===== src/design/esc_pkg.sv =====
// Package: constants and helpers for the epoch seconds to calendar converter.
`timescale 1ns / 1ps
package esc_pkg;
    // Day numbers run on a March-based four-year cycle starting 1968-03-01
    localparam logic [11:0] CYCLE_BASE_YEAR = 12'd1968;
    localparam logic [15:0] EPOCH_DAY_OFFSET = 16'd671;   // 1968-03-01 to 1970-01-01
    localparam logic [15:0] NO_LEAP_DAY      = 16'd47541; // 2100-03-01, day after 2100-02-28
    localparam logic [15:0] DAYS_CYCLE       = 16'd1461;
    localparam logic [31:0] SECS_DAY         = 32'd86400;

    // Reciprocals for exact constant division over the reachable ranges
    localparam logic [25:0] DAY_RECIP   = 26'd50903317; // ceil(2^35 / 675)
    localparam logic [17:0] MIN_RECIP   = 18'd139811;   // ceil(2^23 / 60)
    localparam logic [11:0] HOUR_RECIP  = 12'd2185;     // ceil(2^17 / 60)
    localparam logic [16:0] CYCLE_RECIP = 17'd91868;    // ceil(2^27 / 1461)

    // Gregorian leap rule for the years this block can reach
    function automatic logic leap_year(input logic [11:0] y);
        logic c;
        c = (y == 12'd2100);
        return (y[1:0] == 2'b00) && !c;
    endfunction

    // Days in month m of year y
    function automatic logic [4:0] month_days(input logic [3:0] m, input logic [11:0] y);
        logic [4:0] r;
        case (m)
            4'd2:                      r = leap_year(y) ? 5'd29 : 5'd28;
            4'd4, 4'd6, 4'd9, 4'd11:   r = 5'd30;
            default:                   r = 5'd31;
        endcase
        return r;
    endfunction
endpackage


===== src/design/epoch_seconds_to_calendar.sv =====
// Top level: pipelined Unix seconds to UTC calendar date converter.
//   channel | signals                                   | transfer
//   input   | start, busy, timestamp                    | start && !busy
//   result  | done, year, month, day, hour, minute,     | done high, one cycle
//           | second, valid_res                         |
// Six register stages, each at most one multiply deep: whole days,
// seconds of the day and cycle day, minutes and four-year cycle, second, hour
// and cycle remainder, minute and day of year, then month, day and year.
// An input transfer is registered through stages one to five and then into
// done, which is high for one cycle with the result. A new item can enter at
// every edge; busy stays low. Reset clears the valid bits only.
// The receiver cannot stall and the pipeline never needs to.
`timescale 1ns / 1ps
module epoch_seconds_to_calendar (
    input  logic        clk,
    input  logic        rst_n,
    input  logic        start,
    input  logic [31:0] timestamp,
    output logic        busy,
    output logic        done,
    output logic [11:0] year,
    output logic [3:0]  month,
    output logic [4:0]  day,
    output logic [4:0]  hour,
    output logic [5:0]  minute,
    output logic [5:0]  second,
    output logic        valid_res
);
    logic        accept;
    logic [50:0] day_prod;
    logic [31:0] day_secs;
    logic [31:0] sod_full;
    logic [34:0] min_prod;
    logic [32:0] cyc_prod;
    logic [16:0] min_secs;
    logic [16:0] sec_full;
    logic [22:0] hr_prod;
    logic [15:0] cyc_days;
    logic [15:0] dc_full;
    logic [10:0] hr_mins;
    logic [10:0] mn_full;
    logic [10:0] doy_full;
    logic [8:0]  mstart;
    logic [8:0]  dom;
    logic        jan_feb;

    logic        v1_reg, v1_next;
    logic [31:0] ts1_reg, ts1_next;
    logic [15:0] days1_reg, days1_next;

    logic        v2_reg, v2_next;
    logic [16:0] sod2_reg, sod2_next;
    logic [15:0] dd2_reg, dd2_next;

    logic        v3_reg, v3_next;
    logic [16:0] sod3_reg, sod3_next;
    logic [10:0] min3_reg, min3_next;
    logic [15:0] dd3_reg, dd3_next;
    logic [5:0]  cyc3_reg, cyc3_next;

    logic        v4_reg, v4_next;
    logic [5:0]  sec4_reg, sec4_next;
    logic [10:0] min4_reg, min4_next;
    logic [4:0]  hour4_reg, hour4_next;
    logic [5:0]  cyc4_reg, cyc4_next;
    logic [10:0] dc4_reg, dc4_next;

    logic        v5_reg, v5_next;
    logic [5:0]  sec5_reg, sec5_next;
    logic [5:0]  minute5_reg, minute5_next;
    logic [4:0]  hour5_reg, hour5_next;
    logic [5:0]  cyc5_reg, cyc5_next;
    logic [1:0]  yic5_reg, yic5_next;
    logic [8:0]  doy5_reg, doy5_next;

    logic        done_reg, done_next;
    logic [11:0] year_reg, year_next;
    logic [3:0]  month_reg, month_next;
    logic [4:0]  day_reg, day_next;
    logic [4:0]  hour_reg, hour_next;
    logic [5:0]  minute_reg, minute_next;
    logic [5:0]  second_reg, second_next;

    assign accept = start && !busy;

    // Stage 1: whole days, ts / 86400 = (ts >> 7) / 675
    always_comb
    begin
        day_prod   = {26'd0, timestamp[31:7]} * {25'd0, esc_pkg::DAY_RECIP};
        v1_next    = accept;
        ts1_next   = timestamp;
        days1_next = day_prod[50:35];
    end

    // Stage 2: seconds into the day; day number on the four-year cycle
    always_comb
    begin
        day_secs  = {16'd0, days1_reg} * esc_pkg::SECS_DAY;
        sod_full  = ts1_reg - day_secs;
        v2_next   = v1_reg;
        sod2_next = sod_full[16:0];
        // 2100 has no leap day: step over the one the cycle would insert
        dd2_next  = days1_reg + esc_pkg::EPOCH_DAY_OFFSET
                    + {15'd0, (days1_reg >= esc_pkg::NO_LEAP_DAY)};
    end

    // Stage 3: minutes of the day and whole four-year cycles
    always_comb
    begin
        min_prod  = {18'd0, sod2_reg} * {17'd0, esc_pkg::MIN_RECIP};
        cyc_prod  = {17'd0, dd2_reg} * {16'd0, esc_pkg::CYCLE_RECIP};
        v3_next   = v2_reg;
        sod3_next = sod2_reg;
        min3_next = min_prod[33:23];
        dd3_next  = dd2_reg;
        cyc3_next = cyc_prod[32:27];
    end

    // Stage 4: second, hour and day within the cycle
    always_comb
    begin
        min_secs   = {6'd0, min3_reg} * 17'd60;
        sec_full   = sod3_reg - min_secs;
        hr_prod    = {12'd0, min3_reg} * {11'd0, esc_pkg::HOUR_RECIP};
        cyc_days   = {10'd0, cyc3_reg} * esc_pkg::DAYS_CYCLE;
        dc_full    = dd3_reg - cyc_days;
        v4_next    = v3_reg;
        sec4_next  = sec_full[5:0];
        min4_next  = min3_reg;
        hour4_next = hr_prod[21:17];
        cyc4_next  = cyc3_reg;
        dc4_next   = dc_full[10:0];
    end

    // Stage 5: minute of the hour; year in the cycle and day of that year
    always_comb
    begin
        hr_mins      = {6'd0, hour4_reg} * 11'd60;
        mn_full      = min4_reg - hr_mins;
        v5_next      = v4_reg;
        sec5_next    = sec4_reg;
        minute5_next = mn_full[5:0];
        hour5_next   = hour4_reg;
        cyc5_next    = cyc4_reg;
        // last year of the cycle keeps the leap day at its end
        if (dc4_reg >= 11'd1095)
        begin
            yic5_next = 2'd3;
            doy_full  = dc4_reg - 11'd1095;
        end
        else if (dc4_reg >= 11'd730)
        begin
            yic5_next = 2'd2;
            doy_full  = dc4_reg - 11'd730;
        end
        else if (dc4_reg >= 11'd365)
        begin
            yic5_next = 2'd1;
            doy_full  = dc4_reg - 11'd365;
        end
        else
        begin
            yic5_next = 2'd0;
            doy_full  = dc4_reg;
        end
        doy5_next = doy_full[8:0];
    end

    // Stage 6: month and day from a March-based day of year, then the year
    always_comb
    begin
        jan_feb = 1'b0;
        if (doy5_reg >= 9'd337)
        begin
            month_next = 4'd2;
            mstart     = 9'd337;
            jan_feb    = 1'b1;
        end
        else if (doy5_reg >= 9'd306)
        begin
            month_next = 4'd1;
            mstart     = 9'd306;
            jan_feb    = 1'b1;
        end
        else if (doy5_reg >= 9'd275)
        begin
            month_next = 4'd12;
            mstart     = 9'd275;
        end
        else if (doy5_reg >= 9'd245)
        begin
            month_next = 4'd11;
            mstart     = 9'd245;
        end
        else if (doy5_reg >= 9'd214)
        begin
            month_next = 4'd10;
            mstart     = 9'd214;
        end
        else if (doy5_reg >= 9'd184)
        begin
            month_next = 4'd9;
            mstart     = 9'd184;
        end
        else if (doy5_reg >= 9'd153)
        begin
            month_next = 4'd8;
            mstart     = 9'd153;
        end
        else if (doy5_reg >= 9'd122)
        begin
            month_next = 4'd7;
            mstart     = 9'd122;
        end
        else if (doy5_reg >= 9'd92)
        begin
            month_next = 4'd6;
            mstart     = 9'd92;
        end
        else if (doy5_reg >= 9'd61)
        begin
            month_next = 4'd5;
            mstart     = 9'd61;
        end
        else if (doy5_reg >= 9'd31)
        begin
            month_next = 4'd4;
            mstart     = 9'd31;
        end
        else
        begin
            month_next = 4'd3;
            mstart     = 9'd0;
        end
        dom         = doy5_reg - mstart + 9'd1;
        day_next    = dom[4:0];
        // January and February belong to the next calendar year
        year_next   = esc_pkg::CYCLE_BASE_YEAR + {4'd0, cyc5_reg, yic5_reg}
                      + {11'd0, jan_feb};
        hour_next   = hour5_reg;
        minute_next = minute5_reg;
        second_next = sec5_reg;
        done_next   = v5_reg;
    end

    // Valid bits
    always_ff @(posedge clk or negedge rst_n)
    begin
        if (!rst_n)
        begin
            v1_reg   <= 1'b0;
            v2_reg   <= 1'b0;
            v3_reg   <= 1'b0;
            v4_reg   <= 1'b0;
            v5_reg   <= 1'b0;
            done_reg <= 1'b0;
        end
        else
        begin
            v1_reg   <= v1_next;
            v2_reg   <= v2_next;
            v3_reg   <= v3_next;
            v4_reg   <= v4_next;
            v5_reg   <= v5_next;
            done_reg <= done_next;
        end
    end

    // Stage data
    always_ff @(posedge clk)
    begin
        ts1_reg     <= ts1_next;
        days1_reg   <= days1_next;
        sod2_reg    <= sod2_next;
        dd2_reg     <= dd2_next;
        sod3_reg    <= sod3_next;
        min3_reg    <= min3_next;
        dd3_reg     <= dd3_next;
        cyc3_reg    <= cyc3_next;
        sec4_reg    <= sec4_next;
        min4_reg    <= min4_next;
        hour4_reg   <= hour4_next;
        cyc4_reg    <= cyc4_next;
        dc4_reg     <= dc4_next;
        sec5_reg    <= sec5_next;
        minute5_reg <= minute5_next;
        hour5_reg   <= hour5_next;
        cyc5_reg    <= cyc5_next;
        yic5_reg    <= yic5_next;
        doy5_reg    <= doy5_next;
        year_reg    <= year_next;
        month_reg   <= month_next;
        day_reg     <= day_next;
        hour_reg    <= hour_next;
        minute_reg  <= minute_next;
        second_reg  <= second_next;
    end

    // Result ports; the pipeline never refuses input
    assign busy      = 1'b0;
    assign done      = done_reg;
    assign year      = year_reg;
    assign month     = month_reg;
    assign day       = day_reg;
    assign hour      = hour_reg;
    assign minute    = minute_reg;
    assign second    = second_reg;
    assign valid_res = (second_reg <= 6'd59) && (minute_reg <= 6'd59) && (hour_reg <= 5'd23)
                       && (month_reg <= 4'd12)
                       && (day_reg <= esc_pkg::month_days(month_reg, year_reg));
endmodule


===== config.mk =====
export PLATFORM = sky130hd
export DESIGN_NAME = epoch_seconds_to_calendar
export DESIGN_NICKNAME = d
export VERILOG_FILES = /design/src/design/esc_pkg.sv /design/src/design/epoch_seconds_to_calendar.sv
export SDC_FILE = /design/constraint.sdc
export NUM_CORES = 1
export LEC_CHECK = 0
export BUFFER_PORTS_ARGS = -buffer_cell sky130_fd_sc_hd__buf_2
export CORE_ASPECT_RATIO = 1.2
export CORE_UTILIZATION = 38
export DETAILED_ROUTE_END_ITERATION = 7
export PLACE_DENSITY = 0.5
export SLEW_MARGIN = 20
export SYNTH_ARGS = -nofsm -noshare
export SYNTH_HDL_FRONTEND = slang
export SYNTH_SLANG_ARGS = --single-unit

===== constraint.sdc =====
create_clock -name clk -period 6.7 [get_ports clk]
set_input_delay 1.675 -clock clk [delete_from_list [all_inputs] [get_ports clk]]
set_output_delay 1.675 -clock clk [all_outputs]
set_load 0.03 [all_outputs]

[Word level (Yosys, flattened, before mapping)]
Cells that the tools add are included.
Word-level totals
  output and inout bits: 41
  ROM bits: 0
  register bits after elaboration: 212
  latch bits: 0
  logic and storage cells: 120
  memory bits (writable): 0
  input bits: 35
  memories: 0
Operators by class
  div/mod/pow operators: 0
  add/subtract/negate cells: 13
  muxes and demuxes: 30
  multipliers: 8
  equal/unequal tests: 6
  shift operators: 0
  bitwise operators: 0
  $lt $le $gt $ge: 20
  reductions and logical operators: 10
Operators by type and width (count)
  $mux 5: 11
  $mul 25x26->51 const B: 1
  $ge 9x8->1 const B: 4
  $mul 17x18->34 const B: 1
  $mul 16x15->31 const B: 1
  $ge 9x9->1 const B: 3
  $mux 9: 3
  $mul 11x12->22 const B: 1
  $mux 4: 5
  $ge 9x7->1 const B: 2
  $sub 17x17->17: 1
  $add 16x1->16: 1
  $add 16x10->16 const B: 1
  $ge 16x16->1 const B: 1
  $mul 16x10->10 const B: 1
  $add 11x8->12 const A: 1
  $add 12x1->12: 1
  $eq 12x12->1 const B: 1
  $le 6x6->1 const B: 2
  $mux 3: 4
  $sub 6x6->6: 2
  $ge 11x10->1 const B: 1
  $ge 11x11->1 const B: 1
  $ge 11x9->1 const B: 1
  25 further kinds: 36

[Depth between registers and ports, before layout]
Gate-level depths: netlist of the first run.
  depth in word-level cells: 14
  gate-level depth with buffers: 25
  gate-level depth less buffers: 25

[Worst setup path before layout of the first run]
No wires, ideal clock.
  path kind: input to register
  start point: in timestamp[29]
  end point: reg days1_reg[15]
  stages on the path: 24
  library setup time: 122 ps
  data arrival time: 7567 ps
  required time: 6578 ps
  slack: -989 ps
  buffers on the path: 1
  cells stage by stage: fa_1 > inv_1 > fa_1 > inv_1 > fa_1 > inv_1 > fa_1 > inv_1 > fa_1 > inv_1 > fa_1 > inv_1 > ha_1 > ha_1 > buf_6 > nand4_1 > or3_1 > or3_4 > nor4_2 > a2bb2oi_1 > and4b_4 > nor3_4 > nor3_1 > a311o_1
Between the ends
  cells in the longest elaborated chain, start to end: 1
RTL lines
  start: declaration: RTL line epoch_seconds_to_calendar.sv:18  | input logic [31:0] timestamp,
  $mul 25x26->51: RTL line epoch_seconds_to_calendar.sv:89  | day_prod = {26'd0, timestamp[31:7]} * {25'd0, esc_pkg::DAY_RECIP};
  via day_prod[50]: RTL line epoch_seconds_to_calendar.sv:30  | logic [50:0] day_prod;
  end signal: assignment: RTL line epoch_seconds_to_calendar.sv:273  | days1_reg <= days1_next;
  end: declaration: RTL line epoch_seconds_to_calendar.sv:49  | logic [15:0] days1_reg, days1_next;
The timed path passes the listed nets, and every way through them passes these cells.
A chain may end at the register's enable or synchronous reset.

[Worst setup path in the final report of the first run]
  start point: in timestamp[26]
  end point: reg days1_reg[15]
The elaborated chain is that of the path after synthesis.

==> impl_metrics.env, run 1 <==
export IMPL_status="complete, but fails checks"
export IMPL_violations="setup timing"
export IMPL_fin_crit_ns=7.13
export IMPL_dp_cells=3771
export IMPL_place_congestion=0.867
export IMPL_critPathKind="input port to register"
export IMPL_grt_max_degree=17
export IMPL_synth_cell_types=68
export IMPL_post_route_drc_count=0
export IMPL_fmax_mhz=140
export IMPL_yosysMostFrequentCell="inv_1"
export IMPL_diodes=0
export IMPL_drv_cap=0
export IMPL_holdPathStages=0
export IMPL_worstRegToRegCells=20
export IMPL_root_buffer="clkbuf_16"
export IMPL_syn_area_mm2=0.0265
export IMPL_synth_async_sr_flop_share_pct=2.83
export IMPL_fin_crit_sh_pct=106
export IMPL_hold_viol_final=0
export IMPL_antenna_found_initial=0
export IMPL_endpoint_kind="register"
export IMPL_track_usage_pct=16.8
export IMPL_start_kind="input port"
export IMPL_rsz0062_at_grt="yes"
export IMPL_relSlewSlack_pct=39.7
export IMPL_ys_flop_type="dfxtp_1"
export IMPL_synth_cells=2605
export IMPL_cts_buffers=23
export IMPL_timing_final_ws_setup_ns=-0.426
export IMPL_vias_per_cell=4.62
export IMPL_pin_count=76
export IMPL_clk_pin_slew_worst_paths_ns=0.06
export IMPL_cts_tree="done"
export IMPL_yosysSeqAreaShare_pct=16.2
export IMPL_rows=105
export IMPL_cp_arrival_ns=7.53
export IMPL_h_tree_depth=1
export IMPL_start_util_pct=38.6
export IMPL_syn2layout_area_growth_pct=16.3
export IMPL_met3_usage_pct=1.12
export IMPL_die_h_um=291
export IMPL_synth_common_cells="inv_1, ha_1, fa_1"
export IMPL_synth_fp_nets=3651
export IMPL_grt_overflow_total=0
export IMPL_drive_gt1_share_pct=13.8
export IMPL_synth_area_leader_cell="ha_1"
export IMPL_finClkSkew_ns=0.00830
export IMPL_core_mm2=0.0686
export IMPL_crit_required_ns=7.11
export IMPL_io_buffers=74
export IMPL_wirelength_mm=57.6
export IMPL_die_w_um=243
export IMPL_drtIter0Drc=430
export IMPL_syn_avg_cell_area_um2=10.2
export IMPL_place_hpwl_mm=52.1
export IMPL_synth_edff_count=0
export IMPL_avgRoutedWirePerCell_um=15.1
export IMPL_ant_nets=0
export IMPL_ys_top_cells_by_area="ha_1, fa_1, dfxtp_1, inv_1, xnor2_1"
export IMPL_slew_violations=0
export IMPL_grt_pass1_vias=19535
export IMPL_hp_class="register to register"
export IMPL_grtUsageMet2_pct=32.9
export IMPL_ctsHoldBuffers=0
export IMPL_dieArea_mm2=0.0707
export IMPL_clkLatencyLatePin_ns=0.53
export IMPL_vias=17697
export IMPL_use_met1_pct=19.6
export IMPL_clock_sinks=212
export IMPL_yosysWarnings=0
export IMPL_critPathMaxFanout=4
export IMPL_grt_pass1_wl_mm=96.1
export IMPL_clockBufferDepth=3
export IMPL_worst_pin_slew_ns=0.895
export IMPL_finalSetupViolCount=12
export IMPL_synth_top_area_share_pct=31.4
export IMPL_fin_nets=3948
export IMPL_dp_slack_ns=-1.12
export IMPL_grt_busiest_layer="met2"
export IMPL_ys_ff_latch=212
export IMPL_drtPass1Iterations=5
export IMPL_finalNonFillerCells=3827
-- metrics by stage --
stage / hold WS (ns) / util, % / cell area (µm²) / TNS, ns
floorplan: 0.310 / - / 26600 / -3.88
global placement: 0.310 / 43.0 / 29500 / -12.73
detailed placement: 0.312 / 43.0 / 29500 / -13.60
CTS: 0.322 / 44.6 / 30600 / -2.34
global route: 0.326 / 44.9 / 30800 / -4.78
finish: 0.323 / 44.9 / 30800 / -2.47
-- layout make-up --
class,instances,area (µm²)
clock buffers,27,611
clock inverters,14,191
fillers,6584,37800
inverters,699,2620
multi-input cells,1679,19900
flip-flops and latches,212,4270
well taps,909,1140
repair buffers,287,2070
-- worst max-delay path: stages --
cell and delay [ns]:
buf_2 0.13, fa_1 0.54, ha_1 0.14, inv_1 0.05, fa_1 0.50, inv_1 0.06
fa_1 0.53, inv_1 0.06, fa_1 0.56, fa_1 0.45, fa_1 0.49, inv_1 0.06
ha_4 0.26, nand2_1 0.05, or3_4 0.40, or3_4 0.39, nor4_4 0.23, a2bb2oi_2 0.13
and4b_4 0.26, nor3_4 0.22, nor3_1 0.07, a311o_1 0.27
-- repair_timing --
| action | CTS | global route |
|---|---|---|
| setup endpoints to repair | 15 | 16 |
| resized for setup | 57 | 32 |
| pin swaps | 24 | 26 |
| setup buffers | 6 | 10 |
-- cell usage in the layout, fill, tap and decap left out, types with 9 or more instances in the layout --
master,n
inv_1,684
ha_1,642
fa_1,338
buf_4,213
dfxtp_1,206
a21oi_1,87
xnor2_1,81
nand2_1,69
buf_2,63
o21ai_0,55
nor2_1,51
a21o_1,43
xor2_1,42
nand3_1,28
clkbuf_16,23
o21bai_1,16
inv_2,15
nand4_1,15
ha_4,15
a31oi_1,13
nor2b_1,12
a211oi_1,11
o211ai_1,11
o21a_1,11
and3_1,10
fa_2,9
-- kinds of logic (layout without fill, tap and decap cells) --
family          after synthesis  count (layout)  synth area share, %
xor+xnor                    124             124                 4.10
fa+ha+maj                  1011            1011                 57.6
flops                       212             212                 16.2
other cells                   1               1               0.0142
compound gates              308             308                 7.48
mux                           3               3                0.113
buf+inv                     714            1027                 10.2
simple gates                232             232                 4.32
-- path summary, 6_finish.rpt --
path                                from             to  slack (ns)
setup / recovery           timestamp[26]  days1_reg[15]       -0.43
hold / removal               sec5_reg[5]      second[5]        0.32
setup reg to reg              dd2_reg[9]    cyc3_reg[0]        0.55
hold reg to reg              sec5_reg[5]      second[5]        0.32
max in group asynchronous          rst_n           done        5.60
min in group asynchronous          rst_n      done_next        0.97
-- layer usage --
| layer | share of wire [%] | routed length (µm) |
|---|---|---|
| met1 | 42 | 24200 |
| met2 | 53 | 30800 |
| met3 | 2.1 | 1190 |
| met5 | 0 | 0 |
| met4 | 2.4 | 1390 |
Power of run 1 is left out: the tool's default activity adds up to more than one toggle a clock period on the data nets, which glitch-free logic cannot reach.
==> run 2, diff against run 1 <==
--- a/config.mk
+++ b/config.mk
@@ -10,6 +10,8 @@
 export CORE_UTILIZATION = 38
 export DETAILED_ROUTE_END_ITERATION = 7
 export PLACE_DENSITY = 0.5
+export REMOVE_ABC_BUFFERS = 1
+export SKIP_LAST_GASP = 1
 export SLEW_MARGIN = 20
 export SYNTH_ARGS = -nofsm -noshare
 export SYNTH_HDL_FRONTEND = slang
==> impl_metrics.env, run 2 (same netlist as run 1, synthesis figures left out) <==
export IMPL_avgRoutedWirePerCell_um=15.3
export IMPL_fin_crit_ns=6.99
export IMPL_place_hpwl_mm=52.0
export IMPL_clock_sinks=212
export IMPL_slew_violations=0
export IMPL_vias=17867
export IMPL_clk_pin_slew_worst_paths_ns=0.07
export IMPL_cp_arrival_ns=7.39
export IMPL_n_fill_cell=6639
export IMPL_violations="setup timing"
export IMPL_cts_tree="done"
export IMPL_status="complete, but fails checks"
export IMPL_crit_top_cell="fa_1"
export IMPL_start_kind="input port"
export IMPL_die_w_um=243
export IMPL_grt_pass1_wl_mm=97.7
export IMPL_drive_gt1_share_pct=14.9
export IMPL_slowest_delay_ns=0.55
export IMPL_multi_input_comb_area_mm2=0.0201
export IMPL_core_mm2=0.0686
export IMPL_wirelength_mm=58.4
export IMPL_hold_viol_final=0
export IMPL_rows=105
export IMPL_clkLatencyLatePin_ns=0.53
export IMPL_diodes=0
export IMPL_start_util_pct=38.6
export IMPL_ant_nets=0
export IMPL_grt_overflow_total=0
export IMPL_post_route_drc_count=0
export IMPL_crit_required_ns=7.11
export IMPL_layout_common_cells="inv_1, ha_1, fa_1"
export IMPL_relSlewSlack_pct=38.9
export IMPL_critical_path_cell_chain="buf_8 > buf_4 > buf_12 > ha_2 > fa_1 > ha_1 > inv_1 > fa_1 > fa_1 > inv_1 > fa_1 > fa_1 > ha_4 > a21oi_2 > o21ai_1 > a221oi_1 > buf_4 > a2bb2oi_4 > and4b_4 > nor3_4 > buf_6 > or2_4 > a311o_1"
export IMPL_antenna_found_initial=0
export IMPL_drv_cap=0
export IMPL_critPathMaxFanout=4
export IMPL_drtIter0Drc=451
export IMPL_root_buffer="clkbuf_16"
export IMPL_grt_pass1_vias=19797
export IMPL_regArea_mm2=0.00427
export IMPL_finClkSkew_ns=0.0153
export IMPL_rsz0062_at_grt="yes"
export IMPL_grt_max_degree=17
export IMPL_cts_buffers=23
export IMPL_hp_class="register to register"
export IMPL_cp_startpoint="timestamp[11]"
export IMPL_finalSetupViolCount=10
export IMPL_place_congestion=0.916
export IMPL_fin_tns_setup_ns=-1.93
export IMPL_worst_pin_slew_ns=0.916
export IMPL_h_tree_depth=1
export IMPL_die_h_um=291
export IMPL_crit_slowest_cell="fa_1"
export IMPL_fmax_mhz=143
export IMPL_critPathKind="input port to register"
export IMPL_final_common_cell="inv_1"
export IMPL_cp_top_family="adder cells"
export IMPL_worst_hold_slack_ns=0.314
export IMPL_dieArea_mm2=0.0707
export IMPL_r2r_start="dd2_reg[9]"
export IMPL_rrSetupSlack_ns=0.64
export IMPL_syn2layout_area_growth_pct=16.9
export IMPL_track_usage_pct=17.0
export IMPL_vias_per_cell=4.68
export IMPL_pin_count=76
export IMPL_clockBufferDepth=3
export IMPL_timing_final_ws_setup_ns=-0.285
export IMPL_fin_nets=3938
export IMPL_drtPass1Iterations=4
export IMPL_endpoint_kind="register"
export IMPL_fin_crit_sh_pct=104
export IMPL_io_buffers=74
export IMPL_min_delay_start="ts1_reg[1]"
export IMPL_cp_buffers_inverters=7
[run 2: cell types whose count changed in the layout (fill, tap and decap cells not counted), sizes merged]
cell | previous run | this run
clkbuf | 27 | 33
clkinvlp | 1 | 5
bufinv | 4 | 2
clkinv | 6 | 1
buf | 287 | 276
inv | 702 | 701
[run 2: timing repair]
item                       4_1_cts  5_1_grt
gates resized for setup        101       49
hold buffers                     0        0
pin swaps                       78       43
setup endpoints to repair       15       16
buffers inserted                13        2
[run 2: worst paths after layout]
kind,endpoint,cells after the start
hold reg to reg,sod2_reg[1],0
hold / removal,sod2_reg[1],0
setup / recovery,days1_reg[15],23
min in group asynchronous,v1_reg,1
max in group asynchronous,done,1
setup reg to reg,cyc3_reg[0],20
[run 2: cell type report]
| type | instances | area share (%) |
|---|---|---|
| Tap cell | 909 | 3.68 |
| Inverter | 699 | 8.48 |
| Sequential cell | 212 | 13.8 |
| Clock inverter | 10 | 0.396 |
| Timing Repair Buffer | 277 | 6.48 |
| Clock buffer | 32 | 2.13 |
| Multi-Input combinational cell | 1679 | 65.0 |
[run 2: through the flow]
stage | std cells | setup WS (ns) | instance area [µm²] | utilization (%)
3_5_place_dp | 3761 | -1.36 | 29300 | 42.8
4_1_cts | 3816 | -0.301 | 30700 | 44.8
6_report | 3818 | -0.285 | 30900 | 45.1
5_1_grt | 3818 | -0.438 | 30900 | 45.1
2_1_floorplan | 2590 | -1.00 | 26400 | -
3_3_place_gp | 3761 | -1.31 | 29300 | 42.8
[run 2: worst register-to-register path, stage by stage, from the launching register on]
cell and delay, ns:
dfxtp_1 0.52, inv_1 0.25, fa_1 0.57, inv_1 0.05, fa_1 0.37, inv_1 0.09
fa_1 0.42, fa_1 0.47, fa_1 0.55, inv_1 0.06, fa_1 0.47, ha_1 0.29
o21ai_0 0.16, a21oi_1 0.10, and3_1 0.18, a21boi_0 0.18, buf_4 0.16, a21oi_1 0.05
or4_1 0.41, a311o_1 0.37, xor2_1 0.23
[run 2: routing by layer]
layer  vias to the layer above  wire length (µm)  GRT usage [%]
li1                       8907                 -              -
met1                      8659             24300           19.6
met2                       222             31300           33.4
met3                        79              1140           1.12
met4                         0              1630           4.51
met5                         -                 0              0
Power of run 2 is left out for the same reason.
==> run 3, diff against run 2 <==
==> constraint.sdc (replaced) <==
create_clock -name clk -period 6.7 [get_ports clk]
set_input_delay 0.67 -clock clk [delete_from_list [all_inputs] [get_ports clk]]
set_output_delay 0.67 -clock clk [all_outputs]
set_load 0.03 [all_outputs]
==> impl_metrics.env, run 3 (same netlist as run 1, synthesis figures left out) <==
export IMPL_slew_violations=0
export IMPL_avgRoutedWirePerCell_um=15.3
export IMPL_grt_pass1_vias=19390
export IMPL_h_tree_depth=1
export IMPL_cts_tree="done"
export IMPL_postCtsSetupBuffers=0
export IMPL_drv_cap=0
export IMPL_syn2layout_area_growth_pct=11.8
export IMPL_ant_nets=0
export IMPL_finClkSkew_ns=0.0162
export IMPL_crit_slowest_cell="fa_1"
export IMPL_core_mm2=0.0686
export IMPL_endpoint_kind="register"
export IMPL_wirelength_mm=57.0
export IMPL_grt_pass1_wl_mm=95.7
export IMPL_n_fill_cell=6735
export IMPL_place_area_mm2=0.0288
export IMPL_place_congestion=0.880
export IMPL_grt_max_degree=17
export IMPL_rsz0062_at_grt="no"
export IMPL_post_route_drc_count=0
export IMPL_final_util_pct=43.2
export IMPL_fmax_mhz=156
export IMPL_diodes=0
export IMPL_critPathMaxFanout=3
export IMPL_finalSetupViolCount=0
export IMPL_antenna_found_initial=0
export IMPL_r2r_start="dd2_reg[14]"
export IMPL_place_hpwl_mm=51.4
export IMPL_relSlewSlack_pct=43.9
export IMPL_multi_input_comb_area_mm2=0.0195
export IMPL_min_delay_start="timestamp[2]"
export IMPL_die_w_um=243
export IMPL_cts_buffers=23
export IMPL_start_util_pct=38.6
export IMPL_dieArea_mm2=0.0707
export IMPL_rows=105
export IMPL_critical_path_cell_chain="buf_2 > fa_1 > inv_1 > fa_1 > inv_1 > fa_1 > inv_1 > fa_1 > inv_1 > fa_1 > inv_1 > fa_1 > inv_1 > ha_1 > ha_1 > nand4_1 > or3_1 > or3_4 > nor4_4 > a2bb2oi_2 > and4b_4 > nor3_4 > nor3_1 > a311o_1"
export IMPL_drtIter0Drc=384
export IMPL_regArea_mm2=0.00427
export IMPL_post_route_cell_area_mm2=0.0296
export IMPL_fin_nets=3851
export IMPL_crit_required_ns=7.10
export IMPL_vias=17368
export IMPL_vias_per_cell=4.66
export IMPL_start_kind="input port"
export IMPL_cp_arrival_ns=6.83
export IMPL_track_usage_pct=16.7
export IMPL_clk_pin_slew_worst_paths_ns=0.07
export IMPL_status="finished clean"
export IMPL_pin_count=76
export IMPL_hold_viol_final=0
export IMPL_final_common_cell="inv_1"
export IMPL_layout_common_cells="inv_1, ha_1, fa_1"
export IMPL_grt_overflow_total=0
export IMPL_hp_class="input port to register"
export IMPL_die_h_um=291
export IMPL_fin_crit_sh_pct=96.0
export IMPL_worst_pin_slew_ns=0.842
export IMPL_root_buffer="clkbuf_16"
export IMPL_slowest_delay_ns=0.53
export IMPL_fin_crit_ns=6.43
export IMPL_drive_gt1_share_pct=8.54
export IMPL_clockBufferDepth=3
export IMPL_io_buffers=74
export IMPL_critPathKind="input port to register"
export IMPL_clkLatencyLatePin_ns=0.53
export IMPL_drtPass1Iterations=4
export IMPL_cp_startpoint="timestamp[29]"
export IMPL_clock_sinks=212
-- run 3: cell count changes in the layout (fill, tap and decap cells not counted), sizes merged --
cell         previous run  this run
clkinv                  1         3
buf                   276       189
clkinvlp                5         4
dlygate4sd3             0         1
bufinv                  2         1
clkbuf                 33        32
-- run 3: area by class of cell --
type                    instances  share of cell area (%)
clock buffers                  32                    2.30
repair buffers                190                    4.29
inverters                     699                    8.86
well taps                     909                    3.84
clock inverters                10                   0.326
flip-flops and latches        212                    14.4
multi-input cells            1679                    65.9
-- run 3: worst max-delay path: cells and delay by family --
kind / cells / cell delay [ns]
AND/OR/NAND/NOR: 7 / 1.53
adder cells (fa/ha/maj): 8 / 3.75
AO/OA/AOI/OAI: 2 / 0.43
buffers and inverters: 7 / 0.44
-- run 3: path summary, 6_finish.rpt --
path,to,cells past startpoint,slack (ns)
max in group asynchronous,v3_reg,2,6.07
worst min-delay path,ts1_reg[2],1,0.24
worst min register to register,hour5_reg[4],0,0.33
worst max-delay path,days1_reg[15],24,0.27
min in group asynchronous,v4_reg,2,0.50
worst max register to register,cyc3_reg[0],20,0.60
-- run 3: repair_timing --
item,4_1_cts,5_1_grt
resized for setup,0,3
setup endpoints to repair,0,3
hold endpoints to repair,6,0
hold buffers,1,0
-- run 3: per-stage QoR --
step | setup WS (ns) | TNS (ns) | cells | hold slack (ns)
finish | 0.271 | 0 | 3731 | 0.242
global route | 0.00263 | 0 | 3731 | 0.212
CTS | 0.195 | 0 | 3731 | 0.207
detailed placement | -0.372 | -1.39 | 3688 | 0.312
global placement | -0.328 | -1.09 | 3688 | 0.313
floorplan | 0.00494 | 0 | 2590 | 0.310
-- run 3: metal layers --
layer	global-route usage, %	share of wire [%]	wire, µm
met1	19.1	42	23700
met2	33.4	55	31100
met3	1.07	1.8	1020
met4	3.59	2.1	1190
met5	0	0	0
Power of run 3 is left out for the same reason.
